==> src/design/tbi_pkg.sv <==
package tbi_pkg;

    localparam int JOINTS   = 64;
    localparam int JOINT_W  = 6;
    localparam int POS_W    = 32;
    localparam int DIFF_W   = POS_W + 1;
    localparam int STEP_W   = 16;
    localparam int FRAC_W   = 24;
    localparam int S_W      = FRAC_W + 1;
    localparam int DIV_BITS = 4;
    localparam int DIV_STAGES = FRAC_W / DIV_BITS;

    localparam int PADDR_W  = 3;
    localparam int PDATA_W  = 32;

    localparam logic [S_W-1:0] ONE_Q = S_W'(1) << FRAC_W;

    // register index taken from paddr[2]
    localparam logic REG_BLEND_MODE    = 1'b0;
    localparam logic REG_SEGMENT_STEPS = 1'b1;

    localparam logic [STEP_W-1:0] SEGMENT_STEPS_RESET = 16'd100;

    typedef enum logic [1:0] {
        BLEND_LINEAR  = 2'd0,
        BLEND_CUBIC   = 2'd1,
        BLEND_QUINTIC = 2'd2
    } blend_mode_t;

    // fields that ride along the pipeline with each request
    typedef struct packed {
        logic [JOINT_W-1:0]       joint;
        logic signed [POS_W-1:0]  x0;
        logic signed [DIFF_W-1:0] diff;
        blend_mode_t              mode;
    } tbi_side_t;

endpackage

==> src/design/tbi_scale.sv <==
module tbi_scale (
    input  logic                          clk,
    input  logic                          rst_n,
    input  logic                          en,
    input  logic                          in_valid,
    input  tbi_pkg::tbi_side_t            side_in,
    input  logic [tbi_pkg::S_W-1:0]       blend,
    output logic                          out_valid,
    output logic [tbi_pkg::JOINT_W-1:0]   joint,
    output logic signed [tbi_pkg::POS_W-1:0] position
);
    import tbi_pkg::*;

    localparam int LO_W   = 13;
    localparam int HI_W   = S_W - LO_W;
    localparam int PLO_W  = DIFF_W + LO_W + 1;
    localparam int PHI_W  = DIFF_W + HI_W + 1;
    localparam int PROD_W = DIFF_W + S_W + 1;

    localparam logic signed [PROD_W-1:0] HALF_LSB = PROD_W'(1) <<< (FRAC_W - 1);

    logic [2:0] vld_reg;

    logic signed [PLO_W-1:0]  p_lo_reg;
    logic signed [PHI_W-1:0]  p_hi_reg;
    logic signed [PROD_W-1:0] prod_reg;
    logic signed [POS_W-1:0]  x0_1_reg, x0_2_reg;
    logic [JOINT_W-1:0]       joint_1_reg, joint_2_reg, joint_reg;
    logic signed [POS_W-1:0]  position_reg;

    logic signed [LO_W:0]     b_lo;
    logic signed [HI_W:0]     b_hi;
    logic signed [PLO_W-1:0]  p_lo_next;
    logic signed [PHI_W-1:0]  p_hi_next;
    logic signed [PROD_W-1:0] prod_next;
    logic signed [PROD_W-1:0] biased;
    logic signed [PROD_W-1:0] offset;

    // diff * blend split into two narrower partial products
    assign b_lo      = $signed({1'b0, blend[LO_W-1:0]});
    assign b_hi      = $signed({1'b0, blend[S_W-1:LO_W]});
    assign p_lo_next = side_in.diff * b_lo;
    assign p_hi_next = side_in.diff * b_hi;
    assign prod_next = (PROD_W'(p_hi_reg) <<< LO_W) + PROD_W'(p_lo_reg);

    // round to nearest, ties toward plus infinity
    assign biased = prod_reg + HALF_LSB;
    assign offset = biased >>> FRAC_W;

    always_ff @(posedge clk or negedge rst_n)
    begin
        if (!rst_n)
        begin
            vld_reg <= '0;
        end
        else if (en)
        begin
            vld_reg <= {vld_reg[1:0], in_valid};
        end
    end

    always_ff @(posedge clk)
    begin
        if (en)
        begin
            p_lo_reg     <= p_lo_next;
            p_hi_reg     <= p_hi_next;
            x0_1_reg     <= side_in.x0;
            joint_1_reg  <= side_in.joint;

            prod_reg     <= prod_next;
            x0_2_reg     <= x0_1_reg;
            joint_2_reg  <= joint_1_reg;

            position_reg <= x0_2_reg + offset[POS_W-1:0];
            joint_reg    <= joint_2_reg;
        end
    end

    assign out_valid = vld_reg[2];
    assign joint     = joint_reg;
    assign position  = position_reg;

endmodule

==> config.mk <==
export PLATFORM = sky130hd
export DESIGN_NAME = tbi_scale
export DESIGN_NICKNAME = d
export VERILOG_FILES = /design/src/design/tbi_pkg.sv /design/src/design/tbi_scale.sv
export SDC_FILE = /design/constraint.sdc
export NUM_CORES = 2
export LEC_CHECK = 0
export ABC_AREA = 1
export BUFFER_PORTS_ARGS = -buffer_cell sky130_fd_sc_hd__buf_2
export CORE_MARGIN = 2
export CORE_UTILIZATION = 50
export CTS_CLUSTER_SIZE = 40
export DETAILED_ROUTE_END_ITERATION = 8
export PLACE_DENSITY = 0.75
export SLEW_MARGIN = 5
export SYNTH_ARGS = -nofsm -noshare
export SYNTH_HDL_FRONTEND = slang
export SYNTH_SLANG_ARGS = --single-unit
export TNS_END_PERCENT = 100
==> constraint.sdc <==
create_clock -name clk -period 3.5 [get_ports clk]
set_input_delay 0.525 -clock clk [delete_from_list [all_inputs] [get_ports clk]]
set_output_delay 0.525 -clock clk [all_outputs]
set_load 0.05 [all_outputs]
==> results by group <==
Outcome
  • Status: complete, but fails checks
  • Failing checks: setup timing

Job
  • Max_cap viols: 0

Die
  • Row cnt: 106
  • Full die area: 87180 um^2
  • Core Footprint: 83820 um^2
  • Starting Density: just over 50%
  • Die Width: 295.3 um
  • Die H: 295.3 um
  • Io pins: 141

GRT
  • Largest net degree at the start of global routing: 82
  • Initial antenna violation count: 1
  • Total GRT Usage: 31.08%
  • Vias in the first global route: 38930
  • GRT overflow: 0
  • First-pass GRT wire length: 209.9 mm

Route
  • Routed WL per cell: around 20 um
  • Initial DRC count: roughly 3100
  • Drt first pass iters: 8
  • Final ANT Viol Nets: 0
  • Vias: 37820
  • Vias/cell: 5.269
  • Routed WL: roughly 140 mm
  • DRC viols: 0

Yosys
  • Post-synth top area share: 34.12%
  • Main area contributors after synthesis: fa_1, edfxtp_1, nand2_1
  • Post-synthesis sequential element count: ~230
  • Synth Net Count: ~6600
  • Syn Std Cell Area: ~42000 um^2
  • Sequential share of the synthesized area: 16.04%
  • Ys async rst share: between 1 and 1.5%
  • Synth unique cells: 41
  • Commonest cells post-synth: nand2_1, inv_1, fa_1
  • Cells after synthesis: 5473
  • Cell taking the most area after synthesis: fa_1
  • Yosys warns: 0
  • Most common flop cell mapped by yosys: edfxtp_1
  • Most common cell in the netlist: nand2_1
  • Syn_area_per_cell: 7.750 um^2
  • EDFF count, synth: 224

Final layout
  • Share of layout cells above drive strength 1: 26.02%
  • Storage element area: 6802 um^2
  • Fillers: 6456
  • Max reg flops: 43
  • Layout Nets: 7123
  • Area grow syn2layout: 30.71%
  • Multi-input gate area: around 34000 um^2
  • Finished Cell Area: 55440 um^2

STA
  • Slew Limit Fails: 0
  • Worst setup margin: -1.732 ns
  • Final hold vios: 0
  • Final Cycle Share: 149.5%
  • Setup violations, final: 71
  • RSZ-0062 raised after global routing: yes
  • Tmin final: 5.232 ns
  • F_max: between 150 and 200 MHz
  • Final setup skew: 0.02238 ns
  • Slew margin rel.: 57.38%
  • Final setup TNS: -93.26 ns
  • Measured slew at the worst slew-check pin: 0.6392 ns

Placement
  • DP Area: between 40000 and 50000 um^2
  • Post-DP HPWL: ~110 mm
  • Global placer's final weighted congestion: about 1.0
  • Port Buffers: roughly 140

Worst hold path
  • Hold Path Cell Cnt: 1
  • Min-delay src: side_in[71]
  • HP Class: primary input to flop
  • Hold endpoint: joint_1_reg[4]

Worst setup path
  • Reg-to-Reg Start: prod_reg[23]
  • Setup CP Type: primary input to flop
  • Worst EP required: 3.79 ns
  • Cells on worst reg2reg path: 17
  • CP Max Fanout: 4
  • Startpoint types: primary input
  • Most frequent cell on the critical path: fa_1
  • Worst path arrival time: approximately 5.5 ns
  • Buffer and inverter count on the worst path: 10
  • Cell family with most CP delay: adder cells
  • Crit path largest cell delay: 0.57 ns
  • Slowest-stage cell, CP: fa_1
  • Reg2Reg Capture Point: position[30]
  • Reg2Reg Setup Slack: approximately 0.2 ns
  • Crit. End Element: flop

CTS
  • CTS clock-pin slew for the worst setup and hold paths: roughly 0.070 ns
  • H-tree levels: 1
  • CTS buffer count: 23
  • CTS tree: built
  • Clk sinks: approximately 230
  • Clock Tree Root: clkbuf_16
  • CTS Buffer Depth: 3
  • Worst skew pair latency: 0.54 ns
placed cells by master, fill, tap and decap left out, types with 91 or more instances in the layout:
cell      synthesis  routed
a21oi_1         196     100
buf_12            0      97
buf_2             1      91
buf_4             1     415
edfxtp_1        224     224
fa_1            723     659
ha_1            273     192
inv_1          1409    1303
inv_2             2     106
nand2_1        1579    1349
nand2_2           2     143
nand3_1         134     111
nor2_1          321     202
how the worst max path moves through the flow:
stage | slack, ns | cells past startpoint | endpoint | from
2_1_floorplan | -1.90 | 24 | p_lo_reg[46] | blend[4]
3_3_place_gp | -2.60 | 20 | p_lo_reg[37] | blend[8]
3_5_place_dp | -2.69 | 21 | p_lo_reg[40] | blend[8]
4_1_cts | -1.65 | 24 | p_lo_reg[40] | blend[2]
5_1_grt | -1.87 | 26 | p_lo_reg[40] | blend[9]
6_report | -1.73 | 26 | p_lo_reg[40] | blend[9]
per-layer routing:
| metal | share of wire [%] | vias to the layer above | wire, um | track usage, % |
|---|---|---|---|---|
| li1 | - | 17220 | - | - |
| met1 | 39 | 18490 | 55130 | 41.03 |
| met5 | 0 | - | 0 | 0 |
| met2 | 47 | 1706 | 66240 | 51.13 |
| met4 | 5.0 | 0 | 7033 | 12.26 |
| met3 | 8.7 | 396 | 12180 | 5.338 |
cell families after synthesis:
kind of cell,share of synthesized area (%)
AND/OR/NAND/NOR,20.06
buffers and inverters,14.22
adder cells (fa/ha/maj),42.18
AO/OA/AOI/OAI,4.832
flip-flops,16.04
XOR/XNOR,2.643
multiplexers,0.02655
cell type report:
cell class / count / share of cell area (%)
Antenna cell: 1 / 0.004514
Clock buffer: 30 / 1.122
Clock inverter: 12 / 0.2347
Inverter: 1411 / 9.562
Multi-Input combinational cell: 3640 / 61.01
Sequential cell: 227 / 12.27
Tap cell: 1134 / 2.559
Timing Repair Buffer: 722 / 13.24
through the flow:
| stage | setup WS, ns | hold WS [ns] | cells | utilization, % |
|---|---|---|---|---|
| after floorplan | -1.898 | 0.2294 | 5473 | - |
| after global placement | -2.599 | 0.3203 | 6985 | 58.73 |
| after detailed placement | -2.689 | 0.3211 | 6985 | 58.73 |
| after CTS | -1.647 | 0.1207 | 7090 | 62.80 |
| after global routing | -1.871 | 0.1289 | 7177 | 66.14 |
| final | -1.732 | 0.1560 | 7177 | 66.14 |
repair_timing:
action                                  in CTS  in global routing
gates resized for setup                    531                516
hold endpoints to repair                     3                  0
setup buffers                               50                 81
cloned                                      13                 12
hold buffers                                 1                  0
pin swaps                                  187                294
endpoints found under the setup margin      72                 78
Power is left out: the tool's default activity adds up to more than one toggle a clock period on the data nets, which glitch-free logic cannot reach.
