## config.mk

```make
export PLATFORM = sky130hd
export DESIGN_NAME = tbi_div
export DESIGN_NICKNAME = d
export VERILOG_FILES = /design/src/design/tbi_pkg.sv /design/src/design/tbi_div.sv
export SDC_FILE = /design/constraint.sdc
export NUM_CORES = 2
export LEC_CHECK = 0
export ABC_AREA = 1
export BUFFER_PORTS_ARGS = -buffer_cell sky130_fd_sc_hd__buf_2
export CAP_MARGIN = 20
export CORE_ASPECT_RATIO = 0.75
export CORE_UTILIZATION = 60
export DETAILED_ROUTE_END_ITERATION = 12
export PLACE_DENSITY = 0.83
export SLEW_MARGIN = 20
export SYNTH_ARGS = -nofsm -noshare
export SYNTH_HDL_FRONTEND = slang
export SYNTH_SLANG_ARGS = --single-unit
```

## constraint.sdc

```tcl
create_clock -name clk -period 10.9 [get_ports clk]
set_input_delay 2.18 -clock clk [delete_from_list [all_inputs] [get_ports clk]]
set_output_delay 2.18 -clock clk [all_outputs]
set_load 0.01 [all_outputs]
```

## src/design/tbi_pkg.sv

```systemverilog
package tbi_pkg;

    localparam int JOINTS   = 64;
    localparam int JOINT_W  = 6;
    localparam int POS_W    = 32;
    localparam int DIFF_W   = POS_W + 1;
    localparam int STEP_W   = 16;
    localparam int FRAC_W   = 24;
    localparam int S_W      = FRAC_W + 1;
    localparam int DIV_BITS = 4;
    localparam int DIV_STAGES = FRAC_W / DIV_BITS;

    localparam int PADDR_W  = 3;
    localparam int PDATA_W  = 32;

    localparam logic [S_W-1:0] ONE_Q = S_W'(1) << FRAC_W;

    // register index taken from paddr[2]
    localparam logic REG_BLEND_MODE    = 1'b0;
    localparam logic REG_SEGMENT_STEPS = 1'b1;

    localparam logic [STEP_W-1:0] SEGMENT_STEPS_RESET = 16'd100;

    typedef enum logic [1:0] {
        BLEND_LINEAR  = 2'd0,
        BLEND_CUBIC   = 2'd1,
        BLEND_QUINTIC = 2'd2
    } blend_mode_t;

    // fields that ride along the pipeline with each request
    typedef struct packed {
        logic [JOINT_W-1:0]       joint;
        logic signed [POS_W-1:0]  x0;
        logic signed [DIFF_W-1:0] diff;
        blend_mode_t              mode;
    } tbi_side_t;

endpackage

```

## src/design/tbi_div.sv

```systemverilog
module tbi_div (
    input  logic                          clk,
    input  logic                          rst_n,
    input  logic                          en,
    input  logic                          in_valid,
    input  tbi_pkg::tbi_side_t            side_in,
    input  logic [tbi_pkg::STEP_W-1:0]    step,
    input  logic [tbi_pkg::STEP_W-1:0]    seg_steps,
    output logic                          out_valid,
    output tbi_pkg::tbi_side_t            side_out,
    output logic [tbi_pkg::S_W-1:0]       s
);
    import tbi_pkg::*;

    logic [STEP_W-1:0] rem_reg  [DIV_STAGES+1];
    logic [FRAC_W-1:0] quo_reg  [DIV_STAGES+1];
    logic [STEP_W-1:0] den_reg  [DIV_STAGES+1];
    logic              full_reg [DIV_STAGES+1];
    tbi_side_t         side_reg [DIV_STAGES+1];
    logic [DIV_STAGES:0] vld_reg;

    logic [STEP_W-1:0] rem_next [DIV_STAGES];
    logic [FRAC_W-1:0] quo_next [DIV_STAGES];

    logic [STEP_W-1:0] den0;
    logic [STEP_W-1:0] num0;

    // zero length acts as one, step saturates at the segment end
    always_comb
    begin
        den0 = (seg_steps == '0) ? STEP_W'(1) : seg_steps;
        num0 = (step > den0) ? den0 : step;
    end

    // restoring division, DIV_BITS quotient bits per stage
    always_comb
    begin
        logic [STEP_W:0] dbl;
        dbl = '0;
        for (int j = 0; j < DIV_STAGES; j++)
        begin
            rem_next[j] = rem_reg[j];
            quo_next[j] = quo_reg[j];
            for (int i = 0; i < DIV_BITS; i++)
            begin
                dbl = {rem_next[j], 1'b0};
                if (dbl >= {1'b0, den_reg[j]})
                begin
                    rem_next[j] = STEP_W'(dbl - {1'b0, den_reg[j]});
                    quo_next[j] = {quo_next[j][FRAC_W-2:0], 1'b1};
                end
                else
                begin
                    rem_next[j] = dbl[STEP_W-1:0];
                    quo_next[j] = {quo_next[j][FRAC_W-2:0], 1'b0};
                end
            end
        end
    end

    always_ff @(posedge clk or negedge rst_n)
    begin
        if (!rst_n)
        begin
            vld_reg <= '0;
        end
        else if (en)
        begin
            vld_reg <= {vld_reg[DIV_STAGES-1:0], in_valid};
        end
    end

    always_ff @(posedge clk)
    begin
        if (en)
        begin
            full_reg[0] <= (num0 == den0);
            rem_reg[0]  <= (num0 == den0) ? '0 : num0;
            quo_reg[0]  <= '0;
            den_reg[0]  <= den0;
            side_reg[0] <= side_in;
            for (int j = 0; j < DIV_STAGES; j++)
            begin
                full_reg[j+1] <= full_reg[j];
                rem_reg[j+1]  <= rem_next[j];
                quo_reg[j+1]  <= quo_next[j];
                den_reg[j+1]  <= den_reg[j];
                side_reg[j+1] <= side_reg[j];
            end
        end
    end

    assign out_valid = vld_reg[DIV_STAGES];
    assign side_out  = side_reg[DIV_STAGES];
    assign s = full_reg[DIV_STAGES] ? ONE_Q : {1'b0, quo_reg[DIV_STAGES]};

endmodule

```

==> metrics.csv <==
stage,metric,value,unit
clock_tree,h-tree-depth,3,
sta,setup_tns,0,ps
drt,drc,0,
sta,slew_headroom,0.273,
min_path,worstHoldPathType,reg2reg,
global_route,antenna_found_initial,2,
logic_synthesis,synth_fa_ha_area_frac,0.101,
worst_setup_path,crit_path_end_kind,flip-flop,
run,maxCapViolCount,0,
sta,rsz0062_at_grt,false,
logic_synthesis,synth_common_cells,"1532 x nand2_1, 794 x edfxtp_1, 569 x inv_1",
sta,hold_slack,389,ps
finish,fin_nets,6005,
drt,wl,122000,um
run_status,outcome,finished clean,
clock_tree,cts_tree,done,
logic_synthesis,synth.avg_cell_area,9.14,um^2
logic_synthesis,async_reset_ff_frac,0.00874,
logic_synthesis,synth_top_area_share,0.491,
global_route,grt_pass1_wl,188000,um
floorplanning,dieArea,82000,um^2
finish,drive_gt1_frac,0.0864,
worst_setup_path,r2r_setup_slack,870,ps
drt,firstDrtPassIters,9,
logic_synthesis,synth_area_leader_cell,edfxtp_1,
finish,seq_area,24000,um^2
logic_synthesis,synthTopCellsByArea,"edfxtp_1 49%, nand2_1 12%, ha_1 9.8%",
sta,hold_violations,0,
floorplanning,boundaryPins,208,
clock_tree,cts.sinks,801,
sta,max_freq,99.7,MHz
clock_tree,cts_max_path_buffers,3,
placement,gp_congestion,1.04,
finish,largest_reg_flops,511,
worst_setup_path,cp-start-kind,flip-flop,
clock_tree,hold_buffers,0,
worst_setup_path,arrival,10560,ps
drt,vias,37899,
logic_synthesis,synth_xor_area_frac,0.0518,
logic_synthesis,synth_compound_area_frac,0.0859,
finish,multi_input_area,21700,um^2
worst_setup_path,slowest_stage,nor2_2,
sta,clock_skew,39.6,ps
finish,area_growth,9.08,%
logic_synthesis,synth_edf_count,794,
logic_synthesis,synth_cell_type_count,60,
placement,port_buffers,207,
floorplanning,start_util,0.611,
logic_synthesis,synth-simple-area-share,0.208,
logic_synthesis,yosysSeqAreaShare,0.495,
logic_synthesis,syn-num-nets,5804,
sta,finalMaxSlewViolations,0,
floorplanning,fp.coreArea,79400,um^2
sta,min_period_over_period,0.920,
worst_setup_path,crit_type,reg2reg,
global_route,overflow,0,
logic_synthesis,synth_top_family_by_area,simple AND/OR/NAND/NOR gates,
logic_synthesis,ys_warn_count,0,
global_route,grt_max_degree,194,
sta,setup_viol,0,
placement,hpwl,90600,um
worst_setup_path,cp_common_cell,nand2_1,
logic_synthesis,yosysMostFrequentCell,nand2_1,
logic_synthesis,synth_seq_cells,801,
worst_setup_path,crit_required,11430,ps
worst_setup_path,crit_start,den_reg[1][7]$_DFFE_PP_,
clock_tree,clock_latency,660,ps
worst_setup_path,timing.rr.end,rem_reg[2][6]$_DFFE_PP_,
logic_synthesis,synthCells,5307,
drt,drtIter0Drc,4269,
finish,fill_cells,6154,
worst_setup_path,slowest_delay,640,ps
logic_synthesis,synth-main-ff-cell,edfxtp_1,
floorplanning,rows,89,
sta,period_needed,10030,ps
drt,antenna_left,0,
global_route,grt.total_usage,0.294,
sta,worst_slew_pin_slew,1090,ps
logic_synthesis,synth_area,48500,um^2
clock_tree,cts_root_buf,clkbuf_16,
logic_synthesis,yosys-mux-area-fraction,0.000232,
worst_setup_path,cp-endpoint,rem_reg[2][6]$_DFFE_PP_,
floorplanning,die_x,330,um
global_route,grt_pass1_vias,34634,
worst_setup_path,r2r-start,den_reg[1][7]$_DFFE_PP_,
worst_setup_path,path_max_fanout,23,
clock_tree,cts_buffers,77,
clock_tree,clk_pin_slew,60,ps
drt,via_per_inst,5.73,
worst_setup_path,reg2reg_depth,45,
floorplanning,fp.dieH,248,um
drt,wl_per_cell,18.5,um
-- layout make-up --
cell class | instances | area share
diodes | 1 | 0.0000473
clock inverters | 43 | 0.00990
well taps | 1046 | 0.0247
inverters | 588 | 0.0418
repair buffers | 217 | 0.0219
flip-flops and latches | 801 | 0.454
multi-input cells | 3823 | 0.410
clock buffers | 92 | 0.0378
-- per-stage QoR --
stage / cells / worst slack, ps / util / area (um^2)
floorplan: 5307 / 3720 / - / 48500
global placement: 6475 / 835 / 0.635 / 50400
detailed placement: 6475 / 872 / 0.635 / 50400
CTS: 6610 / 815 / 0.667 / 52900
global route: 6611 / 37.4 / 0.667 / 52900
finish: 6611 / 874 / 0.667 / 52900
-- how the worst min path moves through the flow --
| stage | startpoint | end | slack (ps) | cells after the start |
|---|---|---|---|---|
| floorplan | full_reg[0]$_DFFE_PP_ | full_reg[1]$_DFFE_PP_ | 400 | 0 |
| global placement | side_reg[2][30]$_DFFE_PP_ | side_reg[3][30]$_DFFE_PP_ | 400 | 0 |
| detailed placement | full_reg[3]$_DFFE_PP_ | full_reg[4]$_DFFE_PP_ | 400 | 0 |
| CTS | side_reg[3][46]$_DFFE_PP_ | side_reg[4][46]$_DFFE_PP_ | 390 | 0 |
| global route | side_reg[3][46]$_DFFE_PP_ | side_reg[4][46]$_DFFE_PP_ | 400 | 0 |
| finish | side_reg[1][7]$_DFFE_PP_ | side_reg[2][7]$_DFFE_PP_ | 390 | 0 |
-- cell usage in the layout, fill, tap and decap left out, types with 24 or more instances in the layout --
master | Yosys | layout
nand2_1 | 1532 | 1532
edfxtp_1 | 794 | 794
inv_1 | 569 | 569
ha_1 | 382 | 382
a21oi_1 | 368 | 368
nor2_1 | 329 | 329
nand3_1 | 318 | 318
o21ai_0 | 227 | 227
buf_2 | 36 | 206
xnor2_1 | 154 | 154
xor2_1 | 133 | 133
clkbuf_16 | 0 | 77
nand4_1 | 32 | 32
nor3_1 | 28 | 28
o21ai_1 | 24 | 24
-- routing by layer --
layer	vias up	wire [um]	GRT usage
li1	18366	-	-
met1	17577	54800	0.429
met2	1699	52500	0.444
met3	257	11500	0.0598
met4	0	3290	0.0858
met5	-	0	0
-- critical path: cells and delay by family (launching register included) --
kind / cells / cell delay, ps
buffers and inverters: 4 / 660
AO/OA/AOI/OAI: 11 / 2350
AND/OR/NAND/NOR: 26 / 4740
flip-flops: 1 / 500
adder cells (fa/ha/maj): 4 / 1590
-- cells by family (layout without fill, tap and decap cells) --
logic type | count (synthesis) | count (layout)
AO/OA/AOI/OAI | 755 | 755
XOR/XNOR | 287 | 287
adder cells (fa/ha/maj) | 388 | 388
buffers and inverters | 683 | 940
flip-flops | 801 | 801
multiplexers | 1 | 1
other | 0 | 1
AND/OR/NAND/NOR | 2392 | 2392
-- repair_timing --
action / in CTS / in global routing
gates resized for setup: 0 / 1
setup buffers: 0 / 0
hold endpoints to repair: 0 / 0
endpoints found under the setup margin: 0 / 17
Power is not shown: default switching activity piles up to over one toggle a cycle in this logic, so the estimate is an artifact.
